--- src/rtl/sql_token_scanner_assert.svh ---
// Assertion macros shared by the SQL token scanner modules.
`ifndef SQL_TOKEN_SCANNER_ASSERT_SVH
`define SQL_TOKEN_SCANNER_ASSERT_SVH

// Same-cycle implication, disabled during reset.
`define STS_ASSERT_IMPL(lbl, clk, rst_n, ante, cons) \
  lbl: assert property (@(posedge clk) disable iff (!rst_n) (ante) |-> (cons)) \
    else $error("sql token scanner: assertion failed");

// Next-cycle implication, disabled during reset.
`define STS_ASSERT_NEXT(lbl, clk, rst_n, ante, cons) \
  lbl: assert property (@(posedge clk) disable iff (!rst_n) (ante) |=> (cons)) \
    else $error("sql token scanner: assertion failed");

`endif

--- src/rtl/sts_pkg.sv ---
// Package with types, codes and tables of the SQL token scanner.
package sts_pkg;

  localparam int unsigned PosWidth  = 16;
  localparam int unsigned TypeWidth = 5;
  localparam int unsigned HeadWidth = 56;
  localparam int unsigned KwCount   = 13;
  localparam int unsigned PunctCount = 8;
  localparam int unsigned FifoDepth = 4;
  localparam int unsigned FifoPtrW  = $clog2(FifoDepth);
  localparam int unsigned FifoCntW  = $clog2(FifoDepth + 1);

  // scan mode codes
  localparam logic [1:0] ModeIdle  = 2'd0;
  localparam logic [1:0] ModeWord  = 2'd1;
  localparam logic [1:0] ModeNum   = 2'd2;
  localparam logic [1:0] ModeQuote = 2'd3;

  // token type codes (keywords are 0 .. KwCount-1)
  localparam logic [TypeWidth-1:0] TokIdent     = 5'd13;
  localparam logic [TypeWidth-1:0] TokInt       = 5'd14;
  localparam logic [TypeWidth-1:0] TokText      = 5'd15;
  localparam logic [TypeWidth-1:0] TokBad       = 5'd16;
  localparam logic [TypeWidth-1:0] TokUnterm    = 5'd17;
  localparam logic [TypeWidth-1:0] TokPunctBase = 5'd18;
  localparam logic [TypeWidth-1:0] TokEnd       = 5'd26;

  localparam logic [7:0] CharQuote = 8'h27;

  // first seven upper-case characters, first character in the highest used byte
  localparam logic [HeadWidth-1:0] KwText [KwCount] = '{
    56'h00_5345_4C45_4354, // SELECT
    56'h00_0000_4652_4F4D, // FROM
    56'h00_0057_4845_5245, // WHERE
    56'h00_494E_5345_5254, // INSERT
    56'h00_0000_494E_544F, // INTO
    56'h00_5641_4C55_4553, // VALUES
    56'h00_4352_4541_5445, // CREATE
    56'h00_0054_4142_4C45, // TABLE
    56'h00_0049_4E4E_4552, // INNER
    56'h00_0000_4A4F_494E, // JOIN
    56'h00_0000_0000_4F4E, // ON
    56'h44_4543_494D_414C, // DECIMAL
    56'h56_4152_4348_4152  // VARCHAR
  };

  localparam logic [7:0] PunctChar [PunctCount] = '{
    8'h28, 8'h29, 8'h2C, 8'h3D, 8'h3E, 8'h2E, 8'h3B, 8'h2A
  };

  typedef struct packed {
    logic [TypeWidth-1:0] tok_type;
    logic [PosWidth-1:0]  start_pos;
    logic [PosWidth-1:0]  tok_len;
    logic                 last;
  } token_t;

  typedef struct packed {
    logic [1:0] cnt;
    token_t     tok0;
    token_t     tok1;
  } push_t;

  function automatic logic [TypeWidth-1:0] word_type(input logic [HeadWidth-1:0] head,
                                                     input logic too_long);
    logic [TypeWidth-1:0] t;
    logic                 hit;
    t   = TokIdent;
    hit = 1'b0;
    for (int unsigned i = 0; i < KwCount; i++) begin
      if (!too_long && !hit && head == KwText[i]) begin
        t   = TypeWidth'(i);
        hit = 1'b1;
      end
    end
    return t;
  endfunction

  function automatic logic [TypeWidth-1:0] punct_type(input logic [7:0] c);
    logic [TypeWidth-1:0] t;
    t = TokBad;
    for (int unsigned i = 0; i < PunctCount; i++) begin
      if (c == PunctChar[i]) begin
        t = TokPunctBase + TypeWidth'(i);
      end
    end
    return t;
  endfunction

endpackage

--- src/rtl/sql_token_scanner.sv ---
// Top level of the SQL token scanner: byte stream in, token stream out.
//
//   channel  dir  tdata                                  tuser        tlast
//   s_axis   in   [7:0] char_code                        [0] is_end   -
//   m_axis   out  [15:0] start_pos, [31:16] token_length [4:0] type   last
//
// One byte word is taken per cycle; each word yields zero, one or two tokens.
// The path from input word to first token runs through the input register, then
// the scan logic writes the four-entry result queue whose head drives m_axis.
// A word giving two tokens is handed out token by token, so the queue sets the rate
// when such words follow closely; input stalls while the queue has under two free slots.
// Reset clears the scan state; the end word also returns it to its reset state.
module sql_token_scanner (
  input  logic        clk_i,
  input  logic        rst_ni,
  input  logic        s_axis_tvalid_i,
  output logic        s_axis_tready_o,
  input  logic [7:0]  s_axis_tdata_i,   // [7:0] char_code
  input  logic [0:0]  s_axis_tuser_i,   // [0] is_end
  output logic        m_axis_tvalid_o,
  input  logic        m_axis_tready_i,
  output logic [31:0] m_axis_tdata_o,   // [15:0] start_pos, [31:16] token_length
  output logic [4:0]  m_axis_tuser_o,   // [4:0] token_type
  output logic        m_axis_tlast_o
);

  sts_pkg::push_t  push;
  sts_pkg::token_t tok;
  logic            room;

  sts_core u_core (
    .clk_i     (clk_i),
    .rst_ni    (rst_ni),
    .s_valid_i (s_axis_tvalid_i),
    .s_ready_o (s_axis_tready_o),
    .is_end_i  (s_axis_tuser_i[0]),
    .char_i    (s_axis_tdata_i),
    .room_i    (room),
    .push_o    (push)
  );

  sts_fifo u_fifo (
    .clk_i     (clk_i),
    .rst_ni    (rst_ni),
    .push_i    (push),
    .room_o    (room),
    .m_valid_o (m_axis_tvalid_o),
    .m_ready_i (m_axis_tready_i),
    .tok_o     (tok)
  );

  assign m_axis_tdata_o = {tok.tok_len, tok.start_pos};
  assign m_axis_tuser_o = tok.tok_type;
  assign m_axis_tlast_o = tok.last;

endmodule

--- src/rtl/sts_core.sv ---
// Input word register, scan state and per-byte token logic.
`include "sql_token_scanner_assert.svh"

module sts_core (
  input  logic          clk_i,
  input  logic          rst_ni,
  input  logic          s_valid_i,
  output logic          s_ready_o,
  input  logic          is_end_i,
  input  logic [7:0]    char_i,
  input  logic          room_i,
  output sts_pkg::push_t push_o
);

  logic                            in_valid_q;
  logic                            in_end_q;
  logic [7:0]                      in_char_q;
  logic                            fire;

  logic [1:0]                      mode_q, mode_d, mode_a;
  logic [sts_pkg::PosWidth-1:0]    pos_q, pos_d;
  logic [sts_pkg::PosWidth-1:0]    tstart_q, tstart_d;
  logic [sts_pkg::HeadWidth-1:0]   head_q, head_d;
  logic                            too_long_q, too_long_d;

  logic [sts_pkg::PosWidth-1:0]    span;
  logic [7:0]                      c, up;
  logic                            is_space, is_digit, is_alpha, is_wchar;
  logic                            flush_v, single_v;
  sts_pkg::token_t                 flush_tok, single_tok;

  assign fire      = in_valid_q & room_i;
  assign s_ready_o = !in_valid_q || fire;

  always_ff @(posedge clk_i or negedge rst_ni) begin
    if (!rst_ni) begin
      in_valid_q <= 1'b0;
    end else if (s_ready_o) begin
      in_valid_q <= s_valid_i;
    end
  end

  always_ff @(posedge clk_i) begin
    if (s_valid_i && s_ready_o) begin
      in_end_q  <= is_end_i;
      in_char_q <= char_i;
    end
  end

  assign c        = in_char_q;
  assign is_space = (c == 8'd32) || (c >= 8'd9 && c <= 8'd13);
  assign is_digit = (c >= 8'h30) && (c <= 8'h39);
  assign is_alpha = ((c >= 8'h41) && (c <= 8'h5A)) || ((c >= 8'h61) && (c <= 8'h7A));
  assign is_wchar = is_alpha || is_digit || (c == 8'h5F);
  assign up       = ((c >= 8'h61) && (c <= 8'h7A)) ? c - 8'd32 : c;
  assign span     = (pos_q >= tstart_q) ? pos_q - tstart_q : '0;

  always_comb begin
    mode_d     = mode_q;
    mode_a     = mode_q;
    pos_d      = pos_q;
    tstart_d   = tstart_q;
    head_d     = head_q;
    too_long_d = too_long_q;
    flush_v    = 1'b0;
    single_v   = 1'b0;
    flush_tok  = '0;
    single_tok = '0;

    if (in_end_q) begin
      flush_tok.start_pos = tstart_q;
      unique case (mode_q)
        sts_pkg::ModeWord: begin
          flush_v            = 1'b1;
          flush_tok.tok_type = sts_pkg::word_type(head_q, too_long_q);
          flush_tok.tok_len  = span;
        end
        sts_pkg::ModeNum: begin
          flush_v            = 1'b1;
          flush_tok.tok_type = sts_pkg::TokInt;
          flush_tok.tok_len  = span;
        end
        sts_pkg::ModeQuote: begin
          flush_v            = 1'b1;
          flush_tok.tok_type = sts_pkg::TokUnterm;
        end
        default: begin
          flush_v = 1'b0;
        end
      endcase
      single_v             = 1'b1;
      single_tok.tok_type  = sts_pkg::TokEnd;
      single_tok.start_pos = pos_q;
      single_tok.last      = 1'b1;
      mode_d               = sts_pkg::ModeIdle;
      pos_d                = '0;
      tstart_d             = '0;
      head_d               = '0;
      too_long_d           = 1'b0;
    end else begin
      pos_d = (pos_q != {sts_pkg::PosWidth{1'b1}}) ? pos_q + sts_pkg::PosWidth'(1) : pos_q;
      if (mode_q == sts_pkg::ModeQuote) begin
        if (c == sts_pkg::CharQuote) begin
          flush_v             = 1'b1;
          flush_tok.tok_type  = sts_pkg::TokText;
          flush_tok.start_pos = tstart_q;
          flush_tok.tok_len   = (span != '0) ? span - sts_pkg::PosWidth'(1) : '0;
          mode_d              = sts_pkg::ModeIdle;
        end
      end else begin
        if (mode_q == sts_pkg::ModeWord) begin
          if (is_wchar) begin
            if (head_q[sts_pkg::HeadWidth-1 -: 8] != 8'd0) begin
              too_long_d = 1'b1;
            end else begin
              head_d = {head_q[sts_pkg::HeadWidth-9:0], up};
            end
          end else begin
            flush_v             = 1'b1;
            flush_tok.tok_type  = sts_pkg::word_type(head_q, too_long_q);
            flush_tok.start_pos = tstart_q;
            flush_tok.tok_len   = span;
            mode_a              = sts_pkg::ModeIdle;
          end
        end else if (mode_q == sts_pkg::ModeNum && !is_digit) begin
          flush_v             = 1'b1;
          flush_tok.tok_type  = sts_pkg::TokInt;
          flush_tok.start_pos = tstart_q;
          flush_tok.tok_len   = span;
          mode_a              = sts_pkg::ModeIdle;
        end
        mode_d = mode_a;
        if (mode_a == sts_pkg::ModeIdle && !is_space) begin
          tstart_d = pos_q;
          if (is_alpha || c == 8'h5F) begin
            mode_d     = sts_pkg::ModeWord;
            head_d     = {{(sts_pkg::HeadWidth-8){1'b0}}, up};
            too_long_d = 1'b0;
          end else if (is_digit) begin
            mode_d = sts_pkg::ModeNum;
          end else if (c == sts_pkg::CharQuote) begin
            mode_d = sts_pkg::ModeQuote;
          end else begin
            single_v             = 1'b1;
            single_tok.tok_type  = sts_pkg::punct_type(c);
            single_tok.start_pos = pos_q;
            single_tok.tok_len   = sts_pkg::PosWidth'(1);
          end
        end
      end
    end
  end

  always_ff @(posedge clk_i or negedge rst_ni) begin
    if (!rst_ni) begin
      mode_q     <= sts_pkg::ModeIdle;
      pos_q      <= '0;
      tstart_q   <= '0;
      head_q     <= '0;
      too_long_q <= 1'b0;
    end else if (fire) begin
      mode_q     <= mode_d;
      pos_q      <= pos_d;
      tstart_q   <= tstart_d;
      head_q     <= head_d;
      too_long_q <= too_long_d;
    end
  end

  always_comb begin
    push_o.cnt  = fire ? ({1'b0, flush_v} + {1'b0, single_v}) : 2'd0;
    push_o.tok0 = flush_v ? flush_tok : single_tok;
    push_o.tok1 = single_tok;
  end

  `STS_ASSERT_NEXT(a_end_clears_state, clk_i, rst_ni, fire && in_end_q, mode_q == sts_pkg::ModeIdle && pos_q == '0)
  `STS_ASSERT_IMPL(a_push_only_on_fire, clk_i, rst_ni, !fire, push_o.cnt == 2'd0)
  `STS_ASSERT_IMPL(a_quote_single_word, clk_i, rst_ni, fire && !in_end_q && mode_q == sts_pkg::ModeQuote, push_o.cnt != 2'd2)

endmodule

--- src/rtl/sts_fifo.sv ---
// Result queue: takes up to two tokens a cycle, hands out one.
`include "sql_token_scanner_assert.svh"

module sts_fifo (
  input  logic            clk_i,
  input  logic            rst_ni,
  input  sts_pkg::push_t  push_i,
  output logic            room_o,
  output logic            m_valid_o,
  input  logic            m_ready_i,
  output sts_pkg::token_t tok_o
);

  sts_pkg::token_t                 mem_q [sts_pkg::FifoDepth];
  logic [sts_pkg::FifoPtrW-1:0]    wr_ptr_q, rd_ptr_q;
  logic [sts_pkg::FifoCntW-1:0]    count_q;
  logic                            pop;

  assign m_valid_o = (count_q != '0);
  assign pop       = m_valid_o && m_ready_i;
  assign room_o    = (count_q <= sts_pkg::FifoCntW'(sts_pkg::FifoDepth - 2));
  assign tok_o     = mem_q[rd_ptr_q];

  always_ff @(posedge clk_i) begin
    if (push_i.cnt != 2'd0) begin
      mem_q[wr_ptr_q] <= push_i.tok0;
    end
    if (push_i.cnt == 2'd2) begin
      mem_q[wr_ptr_q + sts_pkg::FifoPtrW'(1)] <= push_i.tok1;
    end
  end

  always_ff @(posedge clk_i or negedge rst_ni) begin
    if (!rst_ni) begin
      wr_ptr_q <= '0;
      rd_ptr_q <= '0;
      count_q  <= '0;
    end else begin
      wr_ptr_q <= wr_ptr_q + sts_pkg::FifoPtrW'(push_i.cnt);
      rd_ptr_q <= rd_ptr_q + sts_pkg::FifoPtrW'(pop);
      count_q  <= count_q + sts_pkg::FifoCntW'(push_i.cnt) - sts_pkg::FifoCntW'(pop);
    end
  end

  `STS_ASSERT_IMPL(a_no_overflow, clk_i, rst_ni, push_i.cnt != 2'd0, int'(count_q) + int'(push_i.cnt) <= int'(sts_pkg::FifoDepth))
  `STS_ASSERT_IMPL(a_last_is_end, clk_i, rst_ni, m_valid_o && tok_o.last, tok_o.tok_type == sts_pkg::TokEnd)
  `STS_ASSERT_NEXT(a_pop_drains, clk_i, rst_ni, pop && push_i.cnt == 2'd0, count_q == $past(count_q) - sts_pkg::FifoCntW'(1))

endmodule

--- config.mk ---
export PLATFORM = sky130hd
export DESIGN_NAME = sql_token_scanner
export DESIGN_NICKNAME = d
export VERILOG_FILES = /design/src/rtl/sts_pkg.sv /design/src/rtl/sql_token_scanner.sv /design/src/rtl/sts_core.sv /design/src/rtl/sts_fifo.sv
export VERILOG_INCLUDE_DIRS = /design/src /design/src/rtl
export SDC_FILE = /design/constraint.sdc
export NUM_CORES = 1
export LEC_CHECK = 0
export ABC_AREA = 1
export ABC_CLOCK_PERIOD_IN_PS = 5350
export BUFFER_PORTS_ARGS = -buffer_cell sky130_fd_sc_hd__buf_2
export CAP_MARGIN = 10
export CORE_MARGIN = 5
export CORE_UTILIZATION = 45
export CTS_CLUSTER_DIAMETER = 40
export CTS_CLUSTER_SIZE = 20
export DETAILED_ROUTE_END_ITERATION = 10
export HOLD_SLACK_MARGIN = 0.02
export SYNTH_ARGS = -nofsm -noshare
export SYNTH_HDL_FRONTEND = slang
export SYNTH_SLANG_ARGS = --single-unit
--- constraint.sdc ---
create_clock -name clk_i -period 5.35 [get_ports clk_i]
set_clock_uncertainty 0.05 [all_clocks]
set_input_delay 0.535 -clock clk_i [delete_from_list [all_inputs] [get_ports clk_i]]
set_output_delay 0.535 -clock clk_i [all_outputs]
set_load 0.05 [all_outputs]
Yosys cells after proc, flatten, opt, wreduce, memory -nomap -nowiden. Memory sizes are Yosys's and may differ from the RTL's. Index checks and enable logic that the tools add are counted.

Add/subtract/negate cells: 10. Magnitude comparators: 10. Equal/unequal tests: 31. Mux-type cells: 197. Bitwise operators: 1. Reductions and logical operators: 104.

Operators with widths (count): 56-bit 2-to-1 mux (7); 37-bit 2-to-1 mux (9); 56-bit by 47-bit == test with 1-bit output, second input constant (4); 56-bit by 31-bit == test with 1-bit output, second input constant (3); 56-bit by 39-bit == test with 1-bit output, second input constant (3); 16-bit 2-to-1 mux (9); 1-bit 2-to-1 mux (120); 56-bit by 55-bit == test with 1-bit output, second input constant (2); 8-bit by 6-bit == test with 1-bit output, second input constant (10); 36-bit 2-to-1 mux (2); 5-bit 2-to-1 mux (13); 1-bit logical AND (57); 56-bit by 15-bit == test with 1-bit output, second input constant (1); 4-bit 2-to-1 mux (14); 38-bit 2-to-1 mux (1); 2-bit 2-to-1 mux (15); 1-bit logical NOT (28); 21-bit 2-to-1 mux (1); 16-bit by 1-bit adder with 16-bit output, second input constant (1); 16-bit greater-or-equal comparator (1); 8-bit by 7-bit greater-or-equal comparator with 1-bit output, second input constant (2); 8-bit by 7-bit <= comparator with 1-bit output, second input constant (2); 16-bit inequality test, second input constant (1); 16-bit nonzero test (1); other kinds (32) (46).

Register bits after elaboration: 108. Memory bits (writable): 152. Bits of input ports: 13. Output and inout bits: 40. Memories: 1.

Memory list: u_fifo.mem_q (words 4, bits a word 38, rd ports 1, clocked after memory_dff 0, wr ports 2, line sts_fifo.sv:14) `sts_pkg::token_t mem_q [sts_pkg::FifoDepth];`.

Longest topological paths before layout. Gate-level depths: netlist of run 1.

Word-level depth: 106. Gate-level depth with buffers: 29.

Modules after synthesis. A second synthesis of run 1 with hierarchy kept.

Cells, all modules: 2164. Area total of the unflattened synthesis: 16832.4 um^2.

Modules (own cells, without submodules): sts_core (times used 1, cells each 1326, area an instance 8953.6 um^2); sts_fifo (times used 1, cells each 838, area an instance 7878.8 um^2).

Worst setup path after synthesis of run 1. Ideal clock, no wire load.

Kind: register to register. Start: reg u_core.in_char_q[6] (netlist: u_core.c[6]). End: mem u_fifo.mem_q[3][37] (netlist name) (data pin). Setup time: 140 ps. Arrival time: 4183 ps. Data required time: 5160 ps. Setup slack: 977 ps. Stages on the path, launching flop included: 27. Path buffers: 2. Period minus slack after synthesis: 4373 ps. Cells stage by stage: edfxtp_1 > inv_1 > ha_1 > nand3_1 > nor2_1 > nor2_1 > o21ai_2 > inv_4 > nand2_4 > nor2_2 > a31oi_1 > nand2_2 > nand2_2 > nor2_8 > nand3_4 > nand2_2 > buf_2 > ha_1 > inv_1 > nor2_1 > nor2_1 > nor2_1 > inv_1 > nand2_1 > inv_1 > clkbuf_1 > nor2_1.

RTL lines: start, declared (line sts_core.sv:17) `logic [7:0] in_char_q;`; start signal, assigned (line sts_core.sv:46) `in_char_q <= char_i;`; end, declared (line sts_fifo.sv:14).

==> impl_metrics.py, run 1 <==
metrics = {
    "synthesis": {
        "async_flop_share_pct": 38.1,
        "syn_inst": 2211,
        "ys_warn_count": 0,
        "synthMuxAreaShare_pct": 0.0618,
        "syn-num-nets": 2259,
        "synthXorXnorAreaFrac_pct": 1.03,
        "synth_compound_gate_area_share_pct": 14.2,
        "synth_top_family_by_area": "simple AND/OR/NAND/NOR gates",
        "synthDistinctLibCells": 63,
        "synth-edff-count": 101,
        "synth-simple-area-share_pct": 32.7,
        "seq_area_frac_synth_pct": 41.5,
        "yosys.area_share.adder_pct": 2.80,
        "yosys_register_bits": 260,
        "avgSynthCellArea_um2": 7.32,
        "synth_ff_type": "edfxtp_1",
        "syn_area_um2": 16200,
    },
    "grt": {
        "grt_max_degree": 78,
        "grt_pass1_vias": 14484,
        "overflow": 0,
        "track_usage_pct": 25.1,
        "antenna_found_initial": 0,
        "grt_pass1_wl_um": 79600,
    },
    "clock_tree": {
        "numCtsBuffers": 47,
        "ctsHoldBuffers": 0,
        "htreeDepth": 2,
        "clockBufferDepth": 3,
        "clkTransAtPathRegs_ps": 50,
        "post_cts_buffers": 0,
        "cts_resized": 0,
        "cts_root_buf": "clkbuf_16",
        "cts.sinks": 260,
        "tritoncts": "yes",
        "clock_latency_ps": 570,
    },
    "drt": {
        "via_count": 14959,
        "drt_pass1_iterations": 6,
        "viasPerCell": 5.46,
        "dr.first_iter.drc_count": 1031,
        "avgRoutedWirePerCell_um": 18.2,
        "ant_nets": 0,
        "drc": 0,
        "routed_wl_um": 49800,
    },
    "worst_setup_path": {
        "crit_path_frequent_cell": "nor2_1",
        "critPathCaptureType": "flip-flop",
        "path_buf_inv": 6,
        "ff2ff_path_depth": 25,
        "cp_max_fo": 21,
        "r2r_setup_slack_ps": 790,
        "critPathTopFamily": "simple AND/OR/NAND/NOR gates",
        "cp-start-kind": "flip-flop",
        "crit_type": "reg -> reg",
        "r2r-start": "u_core.c[6]",
        "max_stage_delay_ps": 520,
        "crit_arrival_ps": 4820,
        "slowest_stage": "nor2_1",
        "worstReg2RegEnd": "u_fifo.mem_q[1][37]",
        "critPathRequiredTime_ps": 5610,
    },
    "finish": {
        "layout-drive-gt1-share_pct": 12.0,
        "fin_cells": 2742,
        "n_antenna_cell": 0,
        "fillCellCount": 3460,
        "areaGrowthSynthToFinish_pct": 14.3,
        "final_area_um2": 18500,
        "nets": 2290,
    },
    "place": {
        "place_congestion": 0.957,
        "place_hpwl_um": 34900,
        "dp_cells": 2653,
        "dpl-instance-area_um2": 16800,
        "port_buffers": 52,
    },
    "sta": {
        "hold_violations": 0,
        "finalCritPeriodShare_pct": 85.2,
        "setup_tns_ps": 0,
        "setup_viol": 0,
        "fin_crit_ps": 4560,
        "rsz0062_at_grt": "no",
        "worstMarginPinSlew_ps": 1020,
        "max-slew-margin-rel_pct": 31.2,
        "maxSlewViolCount": 0,
        "max_freq_mhz": 219,
    },
    "job": {
        "maxCapViolCount": 0,
    },
    "die": {
        "die_h_um": 200,
        "row_count": 69,
        "dieArea_um2": 39900,
        "ios": 53,
        "initial_utilization_pct": 45.5,
        "die_w_um": 200,
        "core_area_um2": 35600,
    },
    "power_and_ir_drop": {
        "p_int_uw": 6480,
        "power.density_nw_per_um2": 692,
        "ir_drop_v": 0.000416,
        "comb_power_share_pct": 52.4,
        "p_switching_uw": 6310,
        "p_leak_uw": 0.00826,
        "sw_frac_of_total_pct": 49.3,
        "clockPowerShare_pct": 24.5,
        "p_seq_share_pct": 23.1,
    },
    "status": {
        "run_status": "finished, final reports clean",
    },
    "hold_path": {
        "holdCritPathClass": "in -> async",
    },
}
## stage by stage
| step | hold WS [ps] | utilization [%] | power, uW | setup WS, ps |
|---|---|---|---|---|
| 6_report | 32.9 | 52.0 | 12800 | 790 |
| 5_1_grt | 75.6 | 52.0 | 13600 | 484 |
| 4_1_cts | 38.1 | 52.0 | 12800 | 750 |
| 3_5_place_dp | 385 | 47.3 | 9660 | 762 |
| 3_3_place_gp | 382 | 47.3 | 9600 | 876 |
| 2_1_floorplan | 189 | - | 8030 | 977 |
## layout by cell type (no fill, tap or decap), types with 8 or more instances in the layout
master and n:
edfxtp_1 101, nor4_1 8, clkbuf_1 10, nor3_1 40
buf_2 51, dfxtp_1 60, nand3_1 155, o22ai_1 84
xor2_1 12, clkbuf_16 49, inv_1 191, o21ai_0 187
nor2_2 16, nor2_1 236, dfrtp_1 98, buf_4 28
nand2_4 10, a21oi_1 49, nand4_1 29, nand2_2 17
ha_1 33, clkbuf_8 8, nand2_1 665, o21bai_4 10
inv_2 15
## flip-flops by register name, summed over array words and instances, names as in the netlist
signal / count
u_fifo.mem_q: 152
u_fifo.rd_ptr_q: 2
u_core.tstart_q: 16
u_core.too_long_q: 1
u_core.in_end_q: 1
u_core.head_q: 56
u_fifo.count_q: 3
u_core.c: 8
u_core.in_valid_q: 1
u_fifo.wr_ptr_q: 2
u_core.mode_q: 2
u_core.pos_q: 16
## power by group through the flow
stage | registers [uW] | clock network (uW) | logic, uW
detailed placement | 2980 | 0 | 6680
CTS | 2950 | 3180 | 6710
floorplan | 2880 | 0 | 5140
global placement | 2970 | 0 | 6630
finish | 2950 | 3140 | 6710
global route | 3010 | 3270 | 7360
## cell usage after synthesis, types with 6 or more instances
master	count	area [um2]
nand2_1	665	2500
nor2_1	238	893
inv_1	192	721
o21ai_0	187	936
nand3_1	155	776
edfxtp_1	101	3030
dfrtp_1	99	2480
o22ai_1	84	526
clkbuf_1	66	248
dfxtp_1	60	1200
a21oi_1	51	255
nor3_1	43	215
ha_1	33	413
nand4_1	29	181
buf_2	21	105
nand2_2	17	106
nor2_2	15	93.8
inv_2	14	52.6
xor2_1	12	105
nand2_4	10	113
o21bai_4	10	188
nor4_1	8	50.1
xnor2_1	7	61.3
a21oi_2	6	52.6
buf_6	6	67.6
nor3b_1	6	45.0
## final cells by class
class	instances	area [um2]	share of cell area, %
multi-input cells	1645	8270	44.7
repair buffers	80	480	2.60
flip-flops and latches	260	6710	36.3
clock buffers	67	1370	7.43
well taps	461	577	3.12
inverters	208	783	4.23
clock inverters	21	298	1.61
## cells by family (layout without fill, tap and decap cells)
logic type	Yosys count	count (layout)
AND/OR/NAND/NOR	1215	1215
AO/OA/AOI/OAI	375	375
multiplexers	1	1
buffers and inverters	306	376
XOR/XNOR	19	19
adder cells (fa/ha/maj)	35	35
flip-flops	260	260
## worst register-to-register path: stages (launching register included)
cell and delay (ps):
edfxtp_1 470, inv_1 170, ha_1 160, nand3_1 70, nor2_1 130, nor2_1 60
o21ai_2 180, inv_4 80, nand2_4 80, nor2_2 50, a31oi_1 180, nand2_2 100
nand2_2 120, nor2_8 60, nand3_4 80, nand2_2 40, buf_4 200, ha_1 340
inv_1 70, nor2_1 70, nor2_1 520, nor3_4 50, inv_1 90, nand2_1 340
inv_2 430, nor3_1 120
## worst max path at each step
stage	from	cells after the start	endpoint	slack [ps]
floorplan	u_core.c[6]	26	u_fifo.mem_q[3][37]	980
global placement	u_core.c[6]	25	u_fifo.mem_q[1][37]	880
detailed placement	u_core.c[6]	25	u_fifo.mem_q[1][37]	760
CTS	u_core.c[6]	25	u_fifo.mem_q[1][37]	750
global route	u_core.c[1]	25	u_fifo.mem_q[1][37]	480
finish	u_core.c[6]	25	u_fifo.mem_q[1][37]	790
## routing by layer
metal | vias up | wire, um | GRT usage [%]
met5 | - | 0 | 0
met4 | 0 | 1230 | 7.85
met3 | 84 | 3310 | 3.91
met2 | 445 | 23500 | 41.3
met1 | 7038 | 21700 | 34.2
li1 | 7392 | - | -
Note: power is estimated with default switching activity, not from simulation.
==> inputs of run 2 (changes only) <==
--- a/config.mk
+++ b/config.mk
@@ -10,12 +10,12 @@
 export ABC_CLOCK_PERIOD_IN_PS = 5350
 export BUFFER_PORTS_ARGS = -buffer_cell sky130_fd_sc_hd__buf_2
 export CAP_MARGIN = 10
-export CORE_MARGIN = 5
 export CORE_UTILIZATION = 45
 export CTS_CLUSTER_DIAMETER = 40
 export CTS_CLUSTER_SIZE = 20
 export DETAILED_ROUTE_END_ITERATION = 10
 export HOLD_SLACK_MARGIN = 0.02
+export PLACE_DENSITY = 0.73
 export SYNTH_ARGS = -nofsm -noshare
 export SYNTH_HDL_FRONTEND = slang
 export SYNTH_SLANG_ARGS = --single-unit
==> run 2 against run 1 <==
Compared with the run above: global-route usage grew 1.1 points; sequential share of layout area grew 0.79 points; sequential power is essentially flat; utilization shrank 0.98 points; routed wire length shrank 5.2%; critical endpoint is now u_fifo.mem_q[3][37]; largest cell class unchanged; largest power group unchanged; highest routed layer unchanged.
==> impl_metrics.py, run 2 (synthesized netlist as in run 1, its figures left out) <==
metrics = {
    "hold_path": {
        "holdCritPathClass": "in -> async",
    },
    "clock_tree": {
        "cts_resized": 0,
        "ctsHoldBuffers": 0,
        "clkTransAtPathRegs_ps": 70,
        "post_cts_buffers": 0,
        "clock_latency_ps": 530,
        "tritoncts": "yes",
        "cts_root_buf": "clkbuf_16",
        "htreeDepth": 2,
        "numCtsBuffers": 38,
        "clockBufferDepth": 3,
        "cts.sinks": 260,
    },
    "power_and_ir_drop": {
        "fin_total_pwr_uw": 12300,
        "p_leak_uw": 0.00805,
        "ir_drop_v": 0.000353,
        "power.density_nw_per_um2": 678,
    },
    "sta": {
        "hold_violations": 0,
        "fin_crit_ps": 4790,
        "max-slew-margin-rel_pct": 19.9,
        "max_freq_mhz": 209,
        "setup_viol": 0,
        "finalCritPeriodShare_pct": 89.6,
        "worstMarginPinSlew_ps": 1200,
        "rsz0062_at_grt": "no",
        "setup_tns_ps": 0,
        "maxSlewViolCount": 0,
    },
    "drt": {
        "drc": 0,
        "drt_pass1_iterations": 6,
        "ant_nets": 0,
        "highest_layer": "met4",
        "dr.first_iter.drc_count": 1464,
        "met2WireLength_um": 21300,
        "wl_met1_um": 20600,
        "via_count": 15243,
        "wl_met3_um": 3900,
        "avgRoutedWirePerCell_um": 17.4,
        "routed_wl_um": 47200,
        "viasPerCell": 5.60,
    },
    "finish": {
        "largest-register": "u_fifo.mem_q",
        "areaGrowthSynthToFinish_pct": 11.9,
        "n_antenna_cell": 0,
        "final_common_cell": "nand2_1",
        "utilization_pct": 51.0,
        "final_cell_mix": "665 x nand2_1, 236 x nor2_1, 191 x inv_1, 187 x o21ai_0, 155 x nand3_1",
        "largest_reg_flops": 152,
        "layout-drive-gt1-share_pct": 11.5,
        "reg.largest.list": "u_fifo.mem_q (152), u_core.head_q (56)",
        "nets": 2277,
    },
    "place": {
        "place_congestion": 0.926,
        "port_buffers": 52,
        "place_hpwl_um": 32700,
    },
    "worst_setup_path": {
        "critPathCaptureType": "flip-flop",
        "crit_type": "reg -> reg",
        "cp-start-kind": "flip-flop",
        "critPathRequiredTime_ps": 5560,
        "path_buf_inv": 6,
        "slowest_stage": "nor2_1",
        "crit_path_frequent_cell": "nor2_1",
        "max_stage_delay_ps": 520,
        "crit_arrival_ps": 5000,
        "cp_max_fo": 24,
        "critPathTopFamily": "simple AND/OR/NAND/NOR gates",
    },
    "grt": {
        "track_usage_pct": 26.2,
        "overflow": 0,
        "grt_pass1_wl_um": 76200,
        "grt_pass1_vias": 14521,
        "antenna_found_initial": 0,
        "grt_max_degree": 78,
    },
    "die": {
        "core_area_um2": 35500,
        "row_count": 69,
        "ios": 53,
        "dieArea_um2": 36700,
        "die_h_um": 192,
        "die_w_um": 192,
        "initial_utilization_pct": 45.6,
    },
    "status": {
        "run_status": "finished, final reports clean",
    },
    "job": {
        "maxCapViolCount": 0,
    },
}
==> run 2: cell count changes in the layout (fill, tap and decap cells not counted), sizes merged <==
cell	previous run	this run
buf	80	76
bufinv	6	3
clkbuf	67	44
clkinv	9	8
clkinvlp	2	5
inv	212	218
==> run 2: routing by layer <==
metal	vias to the layer above	GRT usage (%)
li1	7354	-
met1	7107	35.6
met2	669	42.4
met3	113	3.98
met4	0	8.88
met5	-	0
==> run 2: layout make-up <==
class / count / area, um2
fill: 3396 / 17400
tap: 461 / 577
inverter: 208 / 783
clock buffer: 44 / 1010
timing repair buffer: 76 / 443
clock inverter: 26 / 302
sequential: 260 / 6710
multi-input combinational: 1645 / 8270
==> run 2: worst paths after layout <==
path,depth (start not counted),startpoint,slack [ps],endpoint
hold / removal,1,rst_ni,70,u_core.head_q[49]
setup / recovery,25,u_core.c[6],560,u_fifo.mem_q[3][37]
hold reg to reg,2,u_fifo.mem_q[2][10],400,u_fifo.mem_q[2][10]
setup reg to reg,25,u_core.c[6],560,u_fifo.mem_q[3][37]
min in group clk_i,1,s_axis_tdata_i[3],130,u_core.c[3]
max in group asynchronous,2,rst_ni,4130,u_fifo.rd_ptr_q[0]
==> run 2: worst reg2reg max path, cell delays in order, from the launching register on <==
cell	delay (ps)
edfxtp_1	480
inv_1	180
ha_1	160
nand3_1	70
nor2_1	120
nor2_1	60
o21ai_2	170
inv_4	80
nand2_4	80
nor2_2	50
a31oi_1	200
nand2_2	100
nand2_2	130
nor2_8	60
nand3_4	80
nand2_2	290
ha_1	430
inv_1	70
nor2_1	70
nor2_1	520
nor2_2	70
inv_1	90
nand2_1	60
buf_4	240
inv_1	500
nor2_1	100
==> run 2: where the power goes <==
group	internal [uW]	switching [uW]
Sequential	2640	330
Clock	1550	996
Combinational	1730	5020
Total	5930	6350
==> run 2: through the flow <==
step           hold slack [ps]  std cells  worst slack, ps  cell area [um2]
6_report                  73.3       2720              557            18100
3_3_place_gp               382       2650              744            16800
2_1_floorplan              189       2211              977            16200
4_1_cts                   91.0       2720              592            18100
3_5_place_dp               385       2650              605            16800
5_1_grt                    107       2720              216            18100
